--- config.mk ---
export PLATFORM = sky130hd
export DESIGN_NAME = bbr_front
export DESIGN_NICKNAME = d
export VERILOG_FILES = /design/src/sv/bbr_pkg.sv /design/src/sv/bbr_front.sv
export SDC_FILE = /design/constraint.sdc
export NUM_CORES = 1
export LEC_CHECK = 0
export BUFFER_PORTS_ARGS = -buffer_cell sky130_fd_sc_hd__buf_2
export CORE_MARGIN = 3
export CORE_UTILIZATION = 57
export CTS_CLUSTER_DIAMETER = 60
export CTS_CLUSTER_SIZE = 28
export DETAILED_ROUTE_END_ITERATION = 8
export PLACE_DENSITY = 0.85
export SLEW_MARGIN = 20
export SYNTH_ARGS = -nofsm -noshare
export SYNTH_HDL_FRONTEND = slang
export SYNTH_SLANG_ARGS = --single-unit
--- constraint.sdc ---
create_clock -name clk_i -period 6.95 [get_ports clk_i]
set_input_delay 0.695 -clock clk_i [delete_from_list [all_inputs] [get_ports clk_i]]
set_output_delay 0.695 -clock clk_i [all_outputs]
set_load 0.03 [all_outputs]
--- src/sv/bbr_pkg.sv ---
// Shared types, constants and helpers for the 3x3 RGB box blur.
// No dependencies; imported by every module of the block.
package bbr_pkg;

  // Parameter defaults and fixed field widths
  localparam int MAX_COLUMNS_DEF = 512;
  localparam int MAX_ROWS_DEF    = 512;
  localparam int DIM_W           = 10;    // frame_width / frame_height registers
  localparam int CH_W            = 8;     // one color channel
  localparam int NUM_CH          = 3;
  localparam int PIX_W           = NUM_CH * CH_W;
  localparam int SUM_W           = 12;    // 9 * 255 = 2295 fits
  localparam int CFG_IDX_W       = 2;
  localparam int QUEUE_DEPTH     = 2;

  localparam logic [DIM_W-1:0] FRAME_DIM_RESET = DIM_W'(512);

  // Divide by nine: q = (s * 3641) >> 15, exact for s < 32768
  localparam logic [SUM_W-1:0] DIV9_MUL   = SUM_W'(3641);
  localparam int               DIV9_SHIFT = 15;

  // Input word kind, carried on tuser
  typedef enum logic [0:0] {
    ACT_PIXEL = 1'b0,
    ACT_DRAIN = 1'b1
  } action_e;

  // Configuration register indexes
  typedef enum logic [CFG_IDX_W-1:0] {
    REG_FRAME_WIDTH  = 2'd0,
    REG_FRAME_HEIGHT = 2'd1
  } reg_idx_e;

  // Per-item control decided by the front end
  typedef struct packed {
    logic rd_two;    // row two above lies inside the frame
    logic rd_one;    // row above lies inside the frame
    logic cur;       // current row inside the frame: line stores get written
    logic emit;      // this step delivers a result
    logic use_v;     // newest column joins the window
    logic use_prev2; // oldest column joins the window
    logic last;      // result is the frame's final pixel
  } ctl_t;

endpackage

--- src/sv/bbr_front.sv ---
// Front end: config registers, stream position tracking, word classification.
// Depends on bbr_pkg; feeds per-item descriptors into bbr_fifo.
module bbr_front
  import bbr_pkg::*;
#(
  parameter int MAX_COLUMNS = MAX_COLUMNS_DEF,
  parameter int MAX_ROWS    = MAX_ROWS_DEF,
  localparam int IDX_W      = $clog2(MAX_COLUMNS)
) (
  input  logic                 clk_i,
  input  logic                 rst_ni,
  // configuration
  input  logic                 cfg_valid_i,
  input  logic [CFG_IDX_W-1:0] cfg_index_i,
  input  logic [DIM_W-1:0]     cfg_data_i,
  output logic                 cfg_ready_o,
  output logic                 restart_o,
  // input words
  input  logic                 in_valid_i,
  output logic                 in_ready_o,
  input  logic                 in_action_i,
  input  logic [PIX_W-1:0]     in_pix_i,
  // queue side
  input  logic                 q_full_i,
  output logic                 push_o,
  output logic [IDX_W-1:0]     push_idx_o,
  output logic [PIX_W-1:0]     push_pix_o,
  output ctl_t                 push_ctl_o
);

  localparam int WW = $clog2(MAX_COLUMNS + 1);
  localparam int HW = $clog2(MAX_ROWS + 1);
  localparam int RW = $clog2(MAX_ROWS + 2);

  logic [DIM_W-1:0] width_q, width_d, height_q, height_d;
  logic [WW-1:0]    eff_w;
  logic [HW-1:0]    eff_h;
  logic [IDX_W-1:0] col_q, col_d;
  logic [RW-1:0]    row_q, row_d;
  logic             cfg_wr, cfg_hit, accept, cur, drop, col_wrap;
  ctl_t             ctl;

  assign cfg_ready_o = 1'b1;
  assign cfg_wr      = cfg_valid_i && cfg_ready_o;
  // only writes to a known register restart the frame
  assign cfg_hit     = cfg_wr && ((reg_idx_e'(cfg_index_i) == REG_FRAME_WIDTH) ||
                                  (reg_idx_e'(cfg_index_i) == REG_FRAME_HEIGHT));
  assign restart_o   = cfg_hit;
  assign in_ready_o  = !q_full_i;
  assign accept      = in_valid_i && in_ready_o;

  // register writes
  always_comb begin
    width_d  = width_q;
    height_d = height_q;
    if (cfg_wr) begin
      case (reg_idx_e'(cfg_index_i))
        REG_FRAME_WIDTH:  width_d  = cfg_data_i;
        REG_FRAME_HEIGHT: height_d = cfg_data_i;
        default: ;
      endcase
    end
  end

  // clamp the registers to 1..MAX
  always_comb begin
    if (width_q == '0) begin
      eff_w = WW'(1);
    end else if (int'(width_q) > MAX_COLUMNS) begin
      eff_w = WW'(MAX_COLUMNS);
    end else begin
      eff_w = WW'(width_q);
    end
    if (height_q == '0) begin
      eff_h = HW'(1);
    end else if (int'(height_q) > MAX_ROWS) begin
      eff_h = HW'(MAX_ROWS);
    end else begin
      eff_h = HW'(height_q);
    end
  end

  // classify the word at the current stream position
  always_comb begin
    cur           = int'(row_q) < int'(eff_h);
    drop          = cur && (action_e'(in_action_i) == ACT_DRAIN);
    ctl.cur       = cur;
    ctl.rd_one    = (row_q != '0) && (int'(row_q) <= int'(eff_h));
    ctl.rd_two    = int'(row_q) >= 2;
    ctl.emit      = (int'(row_q) >= 2) || ((int'(row_q) == 1) && (col_q != '0));
    ctl.last      = ctl.emit && (int'(row_q) == int'(eff_h) + 1);
    ctl.use_v     = (col_q != '0);
    ctl.use_prev2 = (col_q != '0) ? (int'(col_q) >= 2) : (int'(eff_w) >= 2);
    col_wrap      = int'(col_q) == int'(eff_w) - 1;
  end

  assign push_o     = accept && !drop;
  assign push_idx_o = col_q;
  assign push_pix_o = cur ? in_pix_i : '0;
  assign push_ctl_o = ctl;

  // stream position, back to the top after the last result or a register write
  always_comb begin
    col_d = col_q;
    row_d = row_q;
    if (cfg_hit) begin
      col_d = '0;
      row_d = '0;
    end else if (push_o) begin
      if (ctl.last) begin
        col_d = '0;
        row_d = '0;
      end else if (col_wrap) begin
        col_d = '0;
        row_d = row_q + RW'(1);
      end else begin
        col_d = col_q + IDX_W'(1);
      end
    end
  end

  always_ff @(posedge clk_i or negedge rst_ni) begin
    if (!rst_ni) begin
      width_q  <= FRAME_DIM_RESET;
      height_q <= FRAME_DIM_RESET;
      col_q    <= '0;
      row_q    <= '0;
    end else begin
      width_q  <= width_d;
      height_q <= height_d;
      col_q    <= col_d;
      row_q    <= row_d;
    end
  end

endmodule

# Yosys cells after proc, flatten, opt, wreduce, memory -nomap -nowiden
# Index checks and enable logic that the tools add are counted.
totals:
  ff_bits: 39
  input_bits: 42
  out_inout_bits: 44
  elab_cells: 54
op_classes:
  add_sub_neg: 4
  order_cmp: 7
  eq_ne: 4
  muxes: 14
  n_reduce_logical: 21
ops:
  columns: ["operator", "count"]
  rows:
  - ["10-bit two-way mux", 8]
  - ["9-bit two-way mux", 4]
  - ["24-bit two-way mux", 1]
  - ["10-bit by 11-bit equality test with 1-bit output", 2]
  - ["10-bit by 2-bit greater-or-equal comparator with 1-bit output (second input constant)", 2]
  - ["10-bit > comparator (second input constant)", 2]
  - ["10-bit logical NOT", 2]
  - ["10-bit by 1-bit adder with 11-bit output (second input constant)", 1]
  - ["10-bit by 1-bit subtractor with 11-bit output (second input constant)", 1]
  - ["10-bit by 1-bit adder with 10-bit output (second input constant)", 1]
  - ["10-bit by 2-bit equality test with 1-bit output (second input constant)", 1]
  - ["10-bit less-or-equal comparator", 1]
  - ["10-bit < comparator", 1]
  - ["10-bit nonzero test", 1]
  - ["9-bit by 1-bit adder with 9-bit output (second input constant)", 1]
  - ["9-bit by 2-bit greater-or-equal comparator with 1-bit output (second input constant)", 1]
  - ["9-bit nonzero test", 1]
  - ["1-bit logical AND", 7]
  - ["2-bit AND reduction", 3]
  - ["3-bit nonzero test", 1]
  - ["2-bit by 1-bit equality test with 1-bit output (second input constant)", 1]
  - ["1-bit logical NOT", 2]
  - ["2-bit logical NOT", 1]
  - ["1-bit logical OR", 2]
  - ["2 further kinds", 2]

# Longest topological paths before layout
logic_depth:
  word_depth: 9
  ltp_mapped: 15
  ltp_nobuf: 12

# Worst setup path before layout
# No wires, ideal clock.
synth_timing:
  kind: "reg-to-reg"
  from: "register width_q[6]"
  to: "register row_q[9]"
  setup_ns: 0.133
  t_arrival_ns: 3.257
  t_required_ns: 6.817
  slack_ns: 3.559
  path_stages_with_launch: 16
  n_path_buf: 3
  period_less_slack_ns: 3.391
  path_cell_list: "dfrtp_1 clkbuf_1 nor4_1 a21oi_1 or2_2 ha_1 clkbuf_1 xor2_1 xnor2_1 nand3_1 a211oi_1 o211ai_2 or2_1 buf_2 o311ai_1 nand3_1"
synth_via:
  elab_chain_cells: 7
  word_cells_on_any_way: 8
  cone_classes: "1 x add/sub; 1 x order compare; 1 x eq/ne; 2 x mux; 3 x reduce/logical"
synth_rtl:
  columns: ["item", "line", "rtl"]
  rows:
  - ["start, declared", "bbr_front.sv:35", "logic [DIM_W-1:0] width_q, width_d, height_q, height_d;"]
  - ["start signal, assigned", "bbr_front.sv:129", "width_q <= width_d;"]
  - ["10-bit > comparator", "bbr_front.sv:69", "end else if (int'(width_q) > MAX_COLUMNS) begin"]
  - ["10-bit two-way mux", "bbr_front.sv:69", null]
  - ["10-bit two-way mux *", "bbr_front.sv:67", "if (width_q == '0) begin"]
  - ["10-bit by 1-bit subtractor with 11-bit output *", "bbr_front.sv:94", "col_wrap = int'(col_q) == int'(eff_w) - 1;"]
  - ["10-bit by 11-bit equality test with 1-bit output *", "bbr_front.sv:94", null]
  - ["3-bit nonzero test (no source line) *", null, null]
  - ["2-bit AND reduction (no source line) *", null, null]
  - ["end signal, assigned", "bbr_front.sv:132", "row_q <= row_d;"]
  - ["end, declared", "bbr_front.sv:39", "logic [RW-1:0] row_q, row_d;"]
# Every way passes the cells marked *; elsewhere a longest branch is shown, timed or not.
# A chain may end at the register's enable or synchronous reset.

# Worst setup path in the final report
layout_timing:
  from: "register width_q[2]"
  to: "register row_q[4]"
# The elaborated chain is that of the path after synthesis.

==> run_results.csv <==
group,metric,value,unit
routing,drc,0,
setup_path,slowest_stage,"or4b_1",
yosys,synth_nets,450,
grt,antenna_found_initial,0,
timing,hold_slack,0.526,ns
floorplan,row_count,27,
grt,grt_max_degree,40,
timing,fin_skew,0.00561,ns
clock_network,cts_tree,"yes",
routing,routed_wl,8.39,mm
clock_network,cts.hold.buffers_added,0,
pwr,p_sw_frac,0.424,
flow_run,max-cap-violations,0,
yosys,yosys_register_bits,39,
floorplan,die_x,83.1,um
worst_hold_path,hp-class,"in -> async",
pwr,ir_drop,173,uV
setup_path,cp.required,7.18,ns
yosys,synth_top_area_share,0.274,
yosys,ys_seq_area_frac,0.289,
grt,grt_use_met2,0.405,
floorplan,die_area,6900,um2
yosys,yosys_warnings,0,
routing,vias,3222,
setup_path,reg2reg_depth,12,
floorplan,initial_core_util,0.600,
grt,overflow,0,
setup_path,crit_fanout,13,
final_layout,area_delta_synth_final,16.1,%
setup_path,critPathCaptureType,"flip-flop",
pwr,power.leakage,1.79,nW
routing,drtAntennaViolNets,0,
setup_path,cp.arrival,4.03,ns
yosys,async_flop_share,1.00,
timing,period_minus_slack,3.80,ns
grt,grt.met1_usage,0.326,
timing,post-route-period-util,0.547,
setup_path,crit_top_cell,"nand3_1",
place,place_congestion,0.877,
final_layout,final_cells,530,
final_layout,layout_common_cells,"84 x buf_2, 37 x dfrtp_1, 29 x nand3_1",
grt,grt_first_pass_wirelength,14.1,mm
place,hpwl,6.47,mm
clock_network,clk_latency,0.29,ns
yosys,yosys.area.top_type,"dfrtp_1",
clock_network,clock_path_buffers,2,
timing,hold_viol,0,
yosys,synth.distinct_cells,65,
pwr,p_int,0.000595,W
pwr,p_per_area,263,nW/um2
timing,finalMaxSlewViolations,0,
place,placed_cells,522,
clock_network,cts_sinks,39,
setup_path,cp_cell_sequence,"nor4_4 -> a21oi_1 -> or2_2 -> ha_1 -> xor2_1 -> xnor2_1 -> nand3_1 -> a211oi_1 -> o211ai_2 -> or2_1 -> or4b_1 -> nand3_1",
final_layout,drive_above_1_share,0.288,
pwr,combPwrFrac,0.451,
setup_path,crit_buf_inv,0,
grt,gr-usage-all-layers,0.241,
setup_path,start_kind,"flip-flop",
setup_path,criticalPathCategory,"reg -> reg",
yosys,synth_area,3380,um2
clock_network,cts_setup_buffers,0,
yosys,syn-mean-instance-area,8.72,um2
floorplan,pin_count,86,
setup_path,worstReg2RegStart,"width_q[2]$_DFFE_PN0P_",
timing,layout_setup_ws,3.15,ns
clock_network,ctsRootBufferMaster,"clkbuf_8",
clock_network,cts_buffers,5,
timing,fmax,0.263,GHz
routing,drtPass1Iterations,4,
timing,maxSlewHeadroom,0.404,
yosys,synthTopCellsByArea,"dfrtp_1 27%, ha_1 7.4%, mux2_2 7.0%, and2_1 5.0%, nand3_1 4.3%",
place,preCtsSetupSlack,3.21,ns
yosys,synth-edff-count,0,
final_layout,finalNetCount,519,
routing,vias_per_cell,6.08,
timing,finalSetupViolations,0,
final_layout,n_antenna_cell,0,
pwr,p_clk_frac,0.216,
clock_network,cts_resized,0,
timing,fin_tns_setup,0,ns
pwr,seqPwrFrac,0.333,
setup_path,worst-path-stages,12,
setup_path,cp-startpoint,"width_q[2]$_DFFE_PN0P_",
clock_network,htree_levels,2,
setup_path,slowest_delay,0.55,ns
place,portBuffers,84,
routing,wl_per_cell,15.8,um
timing,tightestPinTransition,0.893,ns
grt,grt_use_met3,0.0387,
pwr,p_switching,0.000438,W
floorplan,die_h,83.1,um
final_layout,final_common_cell,"buf_2",
grt,grt.busiest_layer,"met2",
setup_path,path_delay_family,"simple AND/OR/NAND/NOR gates",
routing,drt-initial-drc-count,159,
yosys,synth-main-ff-cell,"dfrtp_1",
clock_network,clkTransAtPathRegs,0.08,ns
grt,first_global_vias,2994,
timing,rsz0062_at_grt,"no",
floorplan,core_area,5640,um2
yosys,synthCells,388,
status,outcome,"finished clean",
-- registers in the layout, indices dropped and copies added, names as in the netlist --
signal and flops:
height_q 10, row_q 10, width_q 10, push_idx_o 9
-- worst reg2reg max path: cells and delay by family (launching register included) --
kind | cells | cell delay (ns)
xor+xnor | 2 | 0.38
flops | 1 | 0.45
simple gates | 6 | 1.93
fa+ha+maj | 1 | 0.30
compound gates | 3 | 0.68
-- power groups by stage --
stage	registers, W	clock network (W)	logic [W]
6_report	0.000344	0.000223	0.000467
3_3_place_gp	0.000341	0	0.000452
5_1_grt	0.000354	0.000236	0.000512
4_1_cts	0.000341	0.000226	0.000468
2_1_floorplan	0.000329	0	0.000361
3_5_place_dp	0.000346	0	0.000465
-- per-layer routing --
metal / vias to the layer above / wire length [um]
met1: 1547 / 3590
met4: 0 / 100
met2: 110 / 4180
li1: 1555 / -
met5: - / 0
met3: 10 / 515
-- Yosys cell counts (all sizes together) (4+ instances only) --
cell	instances
dfrtp	37
o21ai	11
clkbuf	15
buf	8
or4b	4
inv	17
xor2	6
nand4	6
or4	6
or2	4
nor2b	5
o211ai	9
a21oi	14
ha	20
mux2	21
xnor2	9
nand2b	8
nor4	7
and3	8
and2	27
nand3b	4
nor2	17
nand3	30
nor3	13
nand2	27
a21o	9
-- final cells by class --
type	count	area, um2
fill	439	1710
tap	72	90.1
clock inverter	2	60.1
clock buffer	6	72.6
timing repair buffer	85	428
sequential	39	978
inverter	17	63.8
multi-input combinational	309	2240
-- cells by family (layout without fill, tap and decap cells) --
kind of cell    after synthesis  after routing  share of synthesized area
simple gates                177            177                      0.309
compound gates               73             73                      0.158
buf+inv                      40            110                     0.0499
flops                        39             39                      0.289
mux                          22             22                     0.0728
fa+ha+maj                    20             20                     0.0739
xor+xnor                     16             16                     0.0455
other cells                   1              1                    0.00111
-- stage by stage --
stage               power [W]  instance area, um2  utilization
global placement     0.000793                3800        0.673
CTS                   0.00103                3930        0.697
floorplan            0.000690                3380            -
global route          0.00110                3930        0.697
detailed placement   0.000811                3800        0.673
finish                0.00103                3930        0.697
-- final timing paths --
check                                          end  slack, ns
setup reg to reg              row_q[4]$_DFFE_PN0P_       3.15
hold / removal                row_q[4]$_DFFE_PN0P_       0.53
setup / recovery              row_q[4]$_DFFE_PN0P_       3.15
max in group asynchronous   width_q[4]$_DFFE_PN0P_       5.87
hold reg to reg            height_q[8]$_DFFE_PN0P_       0.62
min in group clk_i         height_q[8]$_DFFE_PN0P_       0.62
Note: power is estimated with default switching activity, not from simulation.
