### config.mk
export PLATFORM = sky130hd
export DESIGN_NAME = bbr_fifo
export DESIGN_NICKNAME = d
export VERILOG_FILES = /design/src/sv/bbr_pkg.sv /design/src/sv/bbr_fifo.sv
export SDC_FILE = /design/constraint.sdc
export NUM_CORES = 1
export LEC_CHECK = 0
export ABC_CLOCK_PERIOD_IN_PS = 1400
export BUFFER_PORTS_ARGS = -buffer_cell sky130_fd_sc_hd__clkbuf_2
export CORE_MARGIN = 8
export CORE_UTILIZATION = 40
export DETAILED_ROUTE_END_ITERATION = 7
export MAX_ROUTING_LAYER = met4
export PLACE_DENSITY_LB_ADDON = 0.25
export SYNTH_ARGS = -nofsm -noshare
export SYNTH_HDL_FRONTEND = slang
export SYNTH_SLANG_ARGS = --single-unit
### constraint.sdc
create_clock -name clk_i -period 1.4 [get_ports clk_i]
set_input_delay 0.07 -clock clk_i [delete_from_list [all_inputs] [get_ports clk_i]]
set_output_delay 0.07 -clock clk_i [all_outputs]
set_load 0.1 [all_outputs]
### src/sv/bbr_pkg.sv
// Shared types, constants and helpers for the 3x3 RGB box blur.
// No dependencies; imported by every module of the block.
package bbr_pkg;

  // Parameter defaults and fixed field widths
  localparam int MAX_COLUMNS_DEF = 512;
  localparam int MAX_ROWS_DEF    = 512;
  localparam int DIM_W           = 10;    // frame_width / frame_height registers
  localparam int CH_W            = 8;     // one color channel
  localparam int NUM_CH          = 3;
  localparam int PIX_W           = NUM_CH * CH_W;
  localparam int SUM_W           = 12;    // 9 * 255 = 2295 fits
  localparam int CFG_IDX_W       = 2;
  localparam int QUEUE_DEPTH     = 2;

  localparam logic [DIM_W-1:0] FRAME_DIM_RESET = DIM_W'(512);

  // Divide by nine: q = (s * 3641) >> 15, exact for s < 32768
  localparam logic [SUM_W-1:0] DIV9_MUL   = SUM_W'(3641);
  localparam int               DIV9_SHIFT = 15;

  // Input word kind, carried on tuser
  typedef enum logic [0:0] {
    ACT_PIXEL = 1'b0,
    ACT_DRAIN = 1'b1
  } action_e;

  // Configuration register indexes
  typedef enum logic [CFG_IDX_W-1:0] {
    REG_FRAME_WIDTH  = 2'd0,
    REG_FRAME_HEIGHT = 2'd1
  } reg_idx_e;

  // Per-item control decided by the front end
  typedef struct packed {
    logic rd_two;    // row two above lies inside the frame
    logic rd_one;    // row above lies inside the frame
    logic cur;       // current row inside the frame: line stores get written
    logic emit;      // this step delivers a result
    logic use_v;     // newest column joins the window
    logic use_prev2; // oldest column joins the window
    logic last;      // result is the frame's final pixel
  } ctl_t;

endpackage

### src/sv/bbr_fifo.sv
// Small flop-based queue between the front end and the back end.
// Depends on bbr_pkg for the default depth.
module bbr_fifo
  import bbr_pkg::*;
#(
  parameter int WIDTH = 8,
  parameter int DEPTH = QUEUE_DEPTH
) (
  input  logic             clk_i,
  input  logic             rst_ni,
  input  logic             push_i,
  input  logic [WIDTH-1:0] push_data_i,
  output logic             full_o,
  input  logic             pop_i,
  output logic             valid_o,
  output logic [WIDTH-1:0] head_o
);

  localparam int PTR_W = (DEPTH > 1) ? $clog2(DEPTH) : 1;
  localparam int CNT_W = $clog2(DEPTH + 1);

  logic [WIDTH-1:0] slot_q [DEPTH];
  logic [PTR_W-1:0] wr_ptr_q, wr_ptr_d, rd_ptr_q, rd_ptr_d;
  logic [CNT_W-1:0] count_q, count_d;

  assign full_o  = (count_q == CNT_W'(DEPTH));
  assign valid_o = (count_q != '0);
  assign head_o  = slot_q[rd_ptr_q];

  // pointer and fill bookkeeping
  always_comb begin
    wr_ptr_d = wr_ptr_q;
    rd_ptr_d = rd_ptr_q;
    count_d  = count_q;
    if (push_i) begin
      wr_ptr_d = (wr_ptr_q == PTR_W'(DEPTH - 1)) ? '0 : wr_ptr_q + PTR_W'(1);
    end
    if (pop_i) begin
      rd_ptr_d = (rd_ptr_q == PTR_W'(DEPTH - 1)) ? '0 : rd_ptr_q + PTR_W'(1);
    end
    if (push_i && !pop_i) begin
      count_d = count_q + CNT_W'(1);
    end else if (!push_i && pop_i) begin
      count_d = count_q - CNT_W'(1);
    end
  end

  always_ff @(posedge clk_i or negedge rst_ni) begin
    if (!rst_ni) begin
      wr_ptr_q <= '0;
      rd_ptr_q <= '0;
      count_q  <= '0;
    end else begin
      wr_ptr_q <= wr_ptr_d;
      rd_ptr_q <= rd_ptr_d;
      count_q  <= count_d;
    end
  end

  // payload slots, no reset
  always_ff @(posedge clk_i) begin
    if (push_i) begin
      slot_q[wr_ptr_q] <= push_data_i;
    end
  end

endmodule

* Yosys cells after proc, flatten, opt, wreduce, memory -nomap -nowiden
Memories as Yosys holds them, arrays and structs flattened. Index checks and enable logic that the tools add are counted.
Operators by class: add/subtract/negate cells 4, $mul 0, div/mod/pow operators 0, $lt $le $gt $ge 0, eq/ne operators 1, shifts and indexed selects 0, muxes and demuxes 6, bitwise logic cells 0, reduce and logical (&&, ||, !) cells 6
Operators with widths (number):
- $mux W1 | 4
- $mux W2 | 2
- $reduce_bool A2 Y1 | 2
- $add A1 B1 Y1 const B | 2
- $add A2 B1 Y2 const B | 1
- $eq A2 B2 Y1 const B | 1
- $logic_and A1 B1 Y1 | 2
- $logic_not A1 Y1 | 2
- $sub A2 B1 Y2 const B | 1
Word-level totals: flip-flop bits (word level) 4, latch bits 0, RAM bits 16, bits in read-only memories 0, input bits 12, output and inout port bits 10, logic and storage cells 21, memories 1
Memories:
- slot_q | depth 2, width 8, rd ports 1, clocked after memory_dff 0, wr ports 1, line bbr_fifo.sv:22 | logic [WIDTH-1:0] slot_q [DEPTH];

* Longest topological paths before layout
Gate-level depths: netlist of the first run.
depth in word-level cells 4, depth in mapped cells 5, mapped depth without buffers 5

* Worst setup path before layout of the first run
OpenSTA, ideal clock, no wires.
path type reg2reg, from reg wr_ptr_q, to mem slot_q[0][0], enable pin, library setup time 0.373 ns, arrival time 0.789 ns, path slack 0.238 ns, stages on the path, launching flop included 2, cells stage by stage dfrtp_1 -> nor2b_1
RTL lines:
- start: declaration | line bbr_fifo.sv:23 | logic [PTR_W-1:0] wr_ptr_q, wr_ptr_d, rd_ptr_q, rd_ptr_d;
- start signal: assignment | line bbr_fifo.sv:54 | wr_ptr_q <= wr_ptr_d;
- end: declaration | line bbr_fifo.sv:22
No word-level cell before the write port.

* Final worst setup path of the first run
from reg rd_ptr_q, to out head_o[5]
Between the ends: word-level cells in the longest chain between the ends 1
Ends and longest elaborated chain:
- start: declaration | line bbr_fifo.sv:23
- start signal: assignment | line bbr_fifo.sv:55 | rd_ptr_q <= rd_ptr_d;
- $mem_v2 Z2 W8
- end: declaration | line bbr_fifo.sv:16 | output logic [WIDTH-1:0] head_o
No other way between the ends.

==> results.yml, run 1 <==
outcome:
  outcome: "complete, but fails checks"
  violations: "negative setup slack"
global_route:
  grt_pass1_vias: 492
  antenna_found_initial: 0
  grt_start_max_net_pins: 12
  track_usage_pct: 8.41
  grt-ovfl-total: 0
  grt_pass1_wl_mm: 2.13
layout:
  seq_area_um2: 582
  multiInputGateArea_um2: 193
  fillCellCount: 149
  drive_gt1_share_pct: 50.0
  nets: 96
  num_antenna_cells: 0
  finalNonFillerCells: 109
  syn_to_final_growth_pct: 60.8
synth:
  synth_nets: 54
  synth_top_cell_area_share_pct: 62.1
  yosys.area.top_type: "edfxtp_1"
  ys.flop_type: "edfxtp_1"
  synth_area_per_cell_um2: 18.9
  synth_commonest_cells: "edfxtp_1 (16), mux2_2 (8), dfrtp_1 (4), xor2_1 (4)"
  synth_edf_count: 16
  ys_seq_elements: 20
  synth_cell_types: 13
  synth-warning-count: 0
  synth.most_common_cell: "edfxtp_1"
  synthCells: 41
  ys_seq_area_share_pct: 75.1
  ys_top_cells_by_area: "edfxtp_1 (62%), dfrtp_1 (13%), mux2_2 (12%)"
  synthArstFlopShare_pct: 20.0
  syn-cell-area_um2: 773
timing:
  worst_slack_ns: -0.00824
  fin_worst_skew_ns: 0.00182
  hold_viol: 0
  period_needed_ns: 1.41
  slew-limit-headroom_pct: 75.0
  worstMarginPinSlew_ns: 0.374
  fmax_mhz: 710
  period_share_pct: 101
  rsz0062_at_grt: "true"
  final-setup-viol-count: 7
  drv_slew: 0
critical_path:
  critPathMaxStageDelay_ns: 0.40
  worstPathCellList: "buf_6, mux2_2, buf_12"
  cp_slowest_cell: "dfrtp_2"
  critPathRequiredTime_ns: 1.33
  worstPathMaxFanout: 4
  path_buf_inv: 2
  path_class: "register to output port"
  worst_ep_arrival_time_ns: 1.34
  end_kind: "output port"
  critical-path-top-delay-family: "flip-flops"
  start_kind: "register"
clock_tree:
  cts_buffers: 3
  cts.sinks: 20
  path_clk_slew_ns: 0.10
  cts_tree: "done"
  clk_latency_ns: 0.29
  htree_levels: 1
  cts_buffer_depth: 2
  cts-root-buf: "clkbuf_4"
drt:
  postRouteAntennaNets: 0
  drc: 0
  wl_per_cell_um: 12.4
  via_count: 459
  firstDrtPassIters: 3
  totalWireLength_mm: 1.35
  viasPerCell: 4.21
  drt_iter0_drc: 4
floorplanning:
  dieArea_mm2: 0.00360
  initial_core_util_pct: 41.1
  dieWidth_um: 60.0
  core-area_mm2: 0.00188
  row_count: 16
  io_pins: 22
  die_y_um: 60.0
placement:
  pre_cts_ws_ns: 0.187
  port_buffers: 21
  hpwl_um: 967
  gp_congestion: 0.653
  place_inst: 90
run:
  maxCapViolCount: 0
hold_path:
  hold_path_class: "input pin to async pin"
## flip-flops by register name, indices dropped and copies added, names as in the netlist
signal and count:
count_q 2, slot_q 16, rd_ptr_q 1, wr_ptr_q 1
## path summary, 6_finish.rpt
kind                            startpoint            to  slack (ns)  depth (start not counted)
worst max-delay path              rd_ptr_q     head_o[5]      -0.008                          3
worst min-delay path                rst_ni    count_q[0]        0.10                          2
worst max register to register    wr_ptr_q  slot_q[1][0]        0.32                          1
worst min register to register    wr_ptr_q      wr_ptr_q        0.49                          1
max in group asynchronous           rst_ni      rd_ptr_q        1.16                          2
min in group clk_i                wr_ptr_q      wr_ptr_q        0.49                          1
## kinds of logic (layout without fill, tap and decap cells)
family | Yosys count | in the layout | share of synthesized area [%]
xor gates and xnor gates | 5 | 5 | 5.66
buffers and inverters | 2 | 43 | 1.94
DFF | 20 | 20 | 75.1
muxes | 8 | 8 | 11.7
adders and majority gates | 1 | 1 | 1.62
and+or+nand+nor | 5 | 5 | 4.05
## area by class of cell
type                       count  share of cell area [%]
tap                           27                    2.72
inverter                       1                   0.302
clock buffer                   3                    1.81
clock inverter                 1                   0.302
timing repair buffer          38                    32.6
multi-input combinational     19                    15.5
sequential                    20                    46.8
## repair_timing
item | 4_1_cts | 5_1_grt
setup endpoints to repair | 9 | 9
hold endpoints to repair | 22 | 0
resized for setup | 3 | 7
hold buffers | 11 | 0
cloned | 0 | 0
buffers inserted | 4 | 0
## per-layer routing
metal	wire, um	up-vias	track usage (%)
met5	0	-	-
met4	0	0	4.08
met3	80	0	4.09
met2	739	10	14.2
met1	532	218	7.83
li1	-	231	-
## stage by stage
stage	hold WS (ns)	TNS (ns)	utilization, %	cell area (um^2)
3_5_place_dp	-0.117	0	55.9	1050
2_1_floorplan	-0.226	0	-	773
3_3_place_gp	-0.118	0	55.9	1050
4_1_cts	0.101	-0.0496	64.9	1220
6_report	0.105	-0.0434	66.1	1240
5_1_grt	0.109	-0.365	66.1	1240
## layout by cell type (no fill, tap or decap), types with 2 or more instances in the layout
cell type       n
buf_6           2
buf_4           5
buf_12          9
clkbuf_2       11
xor2_1          4
dfrtp_1         3
mux2_4          4
edfxtp_1       16
clkbuf_4        3
dlygate4sd3_1  11
mux2_2          4
Power of run 1 is not shown: default switching activity piles up to over one toggle a cycle in this logic, so the estimate is an artifact.
==> run 2: changes to the inputs <==
--- a/config.mk
+++ b/config.mk
@@ -10,8 +10,10 @@
 export CORE_MARGIN = 8
 export CORE_UTILIZATION = 40
 export DETAILED_ROUTE_END_ITERATION = 7
+export GPL_ROUTABILITY_DRIVEN = 0
 export MAX_ROUTING_LAYER = met4
 export PLACE_DENSITY_LB_ADDON = 0.25
+export REMOVE_ABC_BUFFERS = 1
 export SYNTH_ARGS = -nofsm -noshare
 export SYNTH_HDL_FRONTEND = slang
 export SYNTH_SLANG_ARGS = --single-unit
==> run 2 against run 1 <==
Effect of this change: the run still ends with negative setup slack left; core utilization down 0.40 points; via count down 2.4%; register-to-register slack worse by 0.02 ns; critical path depth unchanged; wire length up 5.8%; sequential share of layout area up 0.28 points; clock skew down 0.0012 ns; setup slack worse by 0.0064 ns; cell count down 0.92%; critical endpoint is now head_o[4].
==> results.yml, run 2 (synthesis gave the netlist of run 1 again) <==
layout:
  syn_to_final_growth_pct: 59.9
  drive_gt1_share_pct: 49.4
  largest_register_ffs: 16
  nets: 95
  top_register: "slot_q"
  layout_commonest_cell: "edfxtp_1"
  num_antenna_cells: 0
  layout_common_cells: "edfxtp_1 (16), dlygate4sd3_1 (11), clkbuf_2 (11)"
  fillCellCount: 154
  reg.largest.list: "slot_q: 16 flops, count_q: 2 flops"
drt:
  viasPerCell: 4.15
  via_count: 448
  firstDrtPassIters: 4
  postRouteAntennaNets: 0
  totalWireLength_mm: 1.43
  wl_per_cell_um: 13.3
  drt_iter0_drc: 13
  drc: 0
floorplanning:
  dieArea_mm2: 0.00360
  core-area_mm2: 0.00188
  initial_core_util_pct: 41.1
  dieWidth_um: 60.0
  io_pins: 22
  die_y_um: 60.0
  row_count: 16
timing:
  slew-limit-headroom_pct: 73.6
  rsz0062_at_grt: "true"
  fmax_mhz: 707
  period_share_pct: 101
  period_needed_ns: 1.41
  worstMarginPinSlew_ns: 0.396
  worst_slack_ns: -0.0146
  drv_slew: 0
  whs_ns: 0.106
  fin_worst_skew_ns: 0.000633
  hold_viol: 0
  final-setup-viol-count: 5
outcome:
  violations: "negative setup slack"
  outcome: "complete, but fails checks"
clock_tree:
  cts-root-buf: "clkbuf_4"
  path_clk_slew_ns: 0.10
  cts_buffer_depth: 2
  clk_latency_ns: 0.29
  cts.sinks: 20
  htree_levels: 1
  cts_tree: "done"
  cts_buffers: 3
placement:
  port_buffers: 21
  hpwl_um: 979
critical_path:
  path_class: "register to output port"
  end_kind: "output port"
  critPathRequiredTime_ns: 1.33
  startpoint: "rd_ptr_q"
  rrSetupSlack_ns: 0.30
  start_kind: "register"
  worst_ep_arrival_time_ns: 1.34
  worstPathMaxFanout: 5
  r2r-start: "wr_ptr_q"
global_route:
  grt_start_max_net_pins: 12
  grt_pass1_wl_mm: 2.21
  met3_usage_pct: 2.58
  antenna_found_initial: 0
  grt-ovfl-total: 0
  gr-usage-met2_pct: 14.8
  busiest_layer: "met2"
  grt_pass1_vias: 496
  track_usage_pct: 8.55
  grt_use_met1_pct: 9.00
hold_path:
  hold_path_class: "input pin to async pin"
run:
  maxCapViolCount: 0
## run 2: changes by cell type in the layout (fill, tap and decap cells not counted)
| cell | previous run | this run |
|---|---|---|
| buf_4 | 5 | 4 |
| clkbuf_1 | 0 | 1 |
| clkinv_1 | 1 | 0 |
## run 2: per-layer routing
| layer | wire length, um | part of all wire, % | vias to the layer above |
|---|---|---|---|
| met1 | 621 | 43 | 208 |
| met4 | 8 | 0.56 | 0 |
| met3 | 42 | 2.9 | 2 |
| met5 | 0 | 0 | - |
| met2 | 758 | 53 | 12 |
| li1 | - | - | 226 |
## run 2: final cells by class
type,instances,area [um^2],share of cell area [%]
multi-input cells,19,193,15.6
clock buffers,4,26.3,2.13
well taps,27,33.8,2.73
inverters,1,3.75,0.304
repair buffers,37,398,32.2
flip-flops and latches,20,582,47.1
## run 2: critical path, cell delays in order (launching register included)
cell     delay, ns
dfrtp_2       0.43
buf_6         0.14
mux2_4        0.32
buf_12        0.17
## run 2: what timing repair did
item / 4_1_cts / 5_1_grt
resized for setup: 7 / 4
setup buffers: 2 / 1
hold endpoints to repair: 22 / 0
setup endpoints to repair: 9 / 9
hold buffers: 11 / 0
pin swaps: 0 / 0
## run 2: path summary, 6_finish.rpt
kind | to | depth (start not counted)
worst max-delay path | head_o[4] | 3
worst min-delay path | count_q[0] | 2
worst min register to register | wr_ptr_q | 1
worst max register to register | slot_q[1][7] | 1
min in group clk_i | wr_ptr_q | 1
max in group asynchronous | rd_ptr_q | 2
## run 2: through the flow
step                      cells  utilization [%]  TNS [ns]  instance area (um^2)  worst slack, ns
after global placement       90             55.9         0                  1050            0.183
after CTS                   107             64.7   -0.0751                  1220          -0.0252
after global routing        108             65.7    -0.382                  1240          -0.0592
final                       108             65.7   -0.0469                  1240          -0.0146
after detailed placement     90             55.9         0                  1050            0.155
after floorplan              40                -         0                   762            0.238
Power of run 2 is left out for the same reason.
==> run 3: changes to the inputs <==
--- a/config.mk
+++ b/config.mk
@@ -14,6 +14,7 @@
 export MAX_ROUTING_LAYER = met4
 export PLACE_DENSITY_LB_ADDON = 0.25
 export REMOVE_ABC_BUFFERS = 1
+export SKIP_LAST_GASP = 1
 export SYNTH_ARGS = -nofsm -noshare
 export SYNTH_HDL_FRONTEND = slang
 export SYNTH_SLANG_ARGS = --single-unit
==> run 3 against run 2 <==
Effect of this change: the run still ends with negative setup slack left; clock-buffer cell count did not move; first-iteration DRC count did not move; final area stayed put; non-clock buffer count unchanged; core utilization unchanged; fmax fell by 0.30%; highest routed layer unchanged.
==> results.yml, run 3 (synthesis gave the netlist of run 1 again) <==
drt:
  viasPerCell: 4.18
  wl_per_cell_um: 13.5
  firstDrtPassIters: 4
  drc: 0
  totalWireLength_mm: 1.46
  postRouteAntennaNets: 0
  drt_iter0_drc: 13
  via_count: 451
outcome:
  outcome: "complete, but fails checks"
  violations: "negative setup slack"
layout:
  layout_commonest_cell: "edfxtp_1"
  nets: 95
  reg.largest.list: "slot_q: 16 flops, count_q: 2 flops"
  seq_area_um2: 582
  multiInputGateArea_um2: 193
  largest_register_ffs: 16
  syn_to_final_growth_pct: 59.9
  num_antenna_cells: 0
  fillCellCount: 154
  layout_common_cells: "edfxtp_1 (16), dlygate4sd3_1 (11), clkbuf_2 (11)"
  top_register: "slot_q"
  drive_gt1_share_pct: 49.4
  fin_area_mm2: 0.00124
floorplanning:
  row_count: 16
  dieArea_mm2: 0.00360
  core-area_mm2: 0.00188
  io_pins: 22
  die_y_um: 60.0
  initial_core_util_pct: 41.1
  dieWidth_um: 60.0
global_route:
  track_usage_pct: 8.92
  antenna_found_initial: 0
  grt_pass1_vias: 500
  grt_pass1_wl_mm: 2.29
  grt-ovfl-total: 0
  grt_start_max_net_pins: 12
timing:
  rsz0062_at_grt: "true"
  slew-limit-headroom_pct: 73.6
  period_needed_ns: 1.42
  worst_slack_ns: -0.0188
  final-setup-viol-count: 5
  fmax_mhz: 705
  period_share_pct: 101
  fin_worst_skew_ns: 0.00137
  drv_slew: 0
  worstMarginPinSlew_ns: 0.396
  hold_viol: 0
critical_path:
  rr_endpoint: "slot_q[1][1]"
  worst_ep_arrival_time_ns: 1.35
  worstPathMaxFanout: 5
  path_class: "register to output port"
  r2r-start: "wr_ptr_q"
  start_kind: "register"
  worstRegToRegCells: 1
  end_kind: "output port"
  rrSetupSlack_ns: 0.30
  critPathRequiredTime_ns: 1.33
clock_tree:
  cts-root-buf: "clkbuf_4"
  cts_buffers: 3
  cts_buffer_depth: 2
  clk_latency_ns: 0.29
  htree_levels: 1
  path_clk_slew_ns: 0.10
  cts_tree: "done"
  cts.sinks: 20
hold_path:
  hold_path_class: "input pin to async pin"
placement:
  dpl_cell_area_mm2: 0.00105
  hpwl_um: 979
  port_buffers: 21
run:
  maxCapViolCount: 0
[run 3: cell counts in the layout (fill, tap and decap cells not counted)]
No cell type changed its count.
[run 3: worst max path at each step]
| stage | from | to | cells past startpoint |
|---|---|---|---|
| 2_1_floorplan | wr_ptr_q | slot_q[0][0] | 1 |
| 3_3_place_gp | rd_ptr_q | head_o[4] | 2 |
| 3_5_place_dp | rd_ptr_q | head_o[4] | 2 |
| 4_1_cts | rd_ptr_q | head_o[4] | 3 |
| 5_1_grt | rd_ptr_q | head_o[3] | 3 |
| 6_report | rd_ptr_q | head_o[4] | 3 |
[run 3: critical path, stage by stage, from the launching register on]
cell,delay [ns]
dfrtp_2,0.43
buf_6,0.14
mux2_4,0.32
buf_12,0.17
[run 3: layout make-up]
cell class / instances / area share (%)
clock buffer: 4 / 2.13
timing repair buffer: 37 / 32.2
sequential: 20 / 47.1
tap: 27 / 2.73
multi-input combinational: 19 / 15.6
inverter: 1 / 0.304
[run 3: timing repair]
item	CTS	global route
endpoints found under the setup margin	9	9
buffers inserted	2	1
hold endpoints to repair	22	0
resized for setup	6	5
hold buffers	11	0
pin swaps	0	0
[run 3: stage by stage]
| step | TNS [ns] | hold slack (ns) | setup WS [ns] | util (%) | cells |
|---|---|---|---|---|---|
| global route | -0.449 | 0.104 | -0.0677 | 65.7 | 108 |
| floorplan | 0 | -0.226 | 0.238 | - | 40 |
| finish | -0.0689 | 0.105 | -0.0188 | 65.7 | 108 |
| global placement | 0 | -0.116 | 0.183 | 55.9 | 90 |
| CTS | -0.164 | 0.101 | -0.0445 | 64.5 | 107 |
| detailed placement | 0 | -0.113 | 0.155 | 55.9 | 90 |
[run 3: layer usage]
| layer | global-route usage (%) | vias to the layer above | part of all wire, % |
|---|---|---|---|
| met5 | - | - | 0 |
| met1 | 9.25 | 211 | 43 |
| met3 | 2.58 | 2 | 2.9 |
| li1 | - | 226 | - |
| met2 | 15.7 | 12 | 53 |
| met4 | 3.06 | 0 | 0.55 |
Power of run 3 is left out for the same reason.
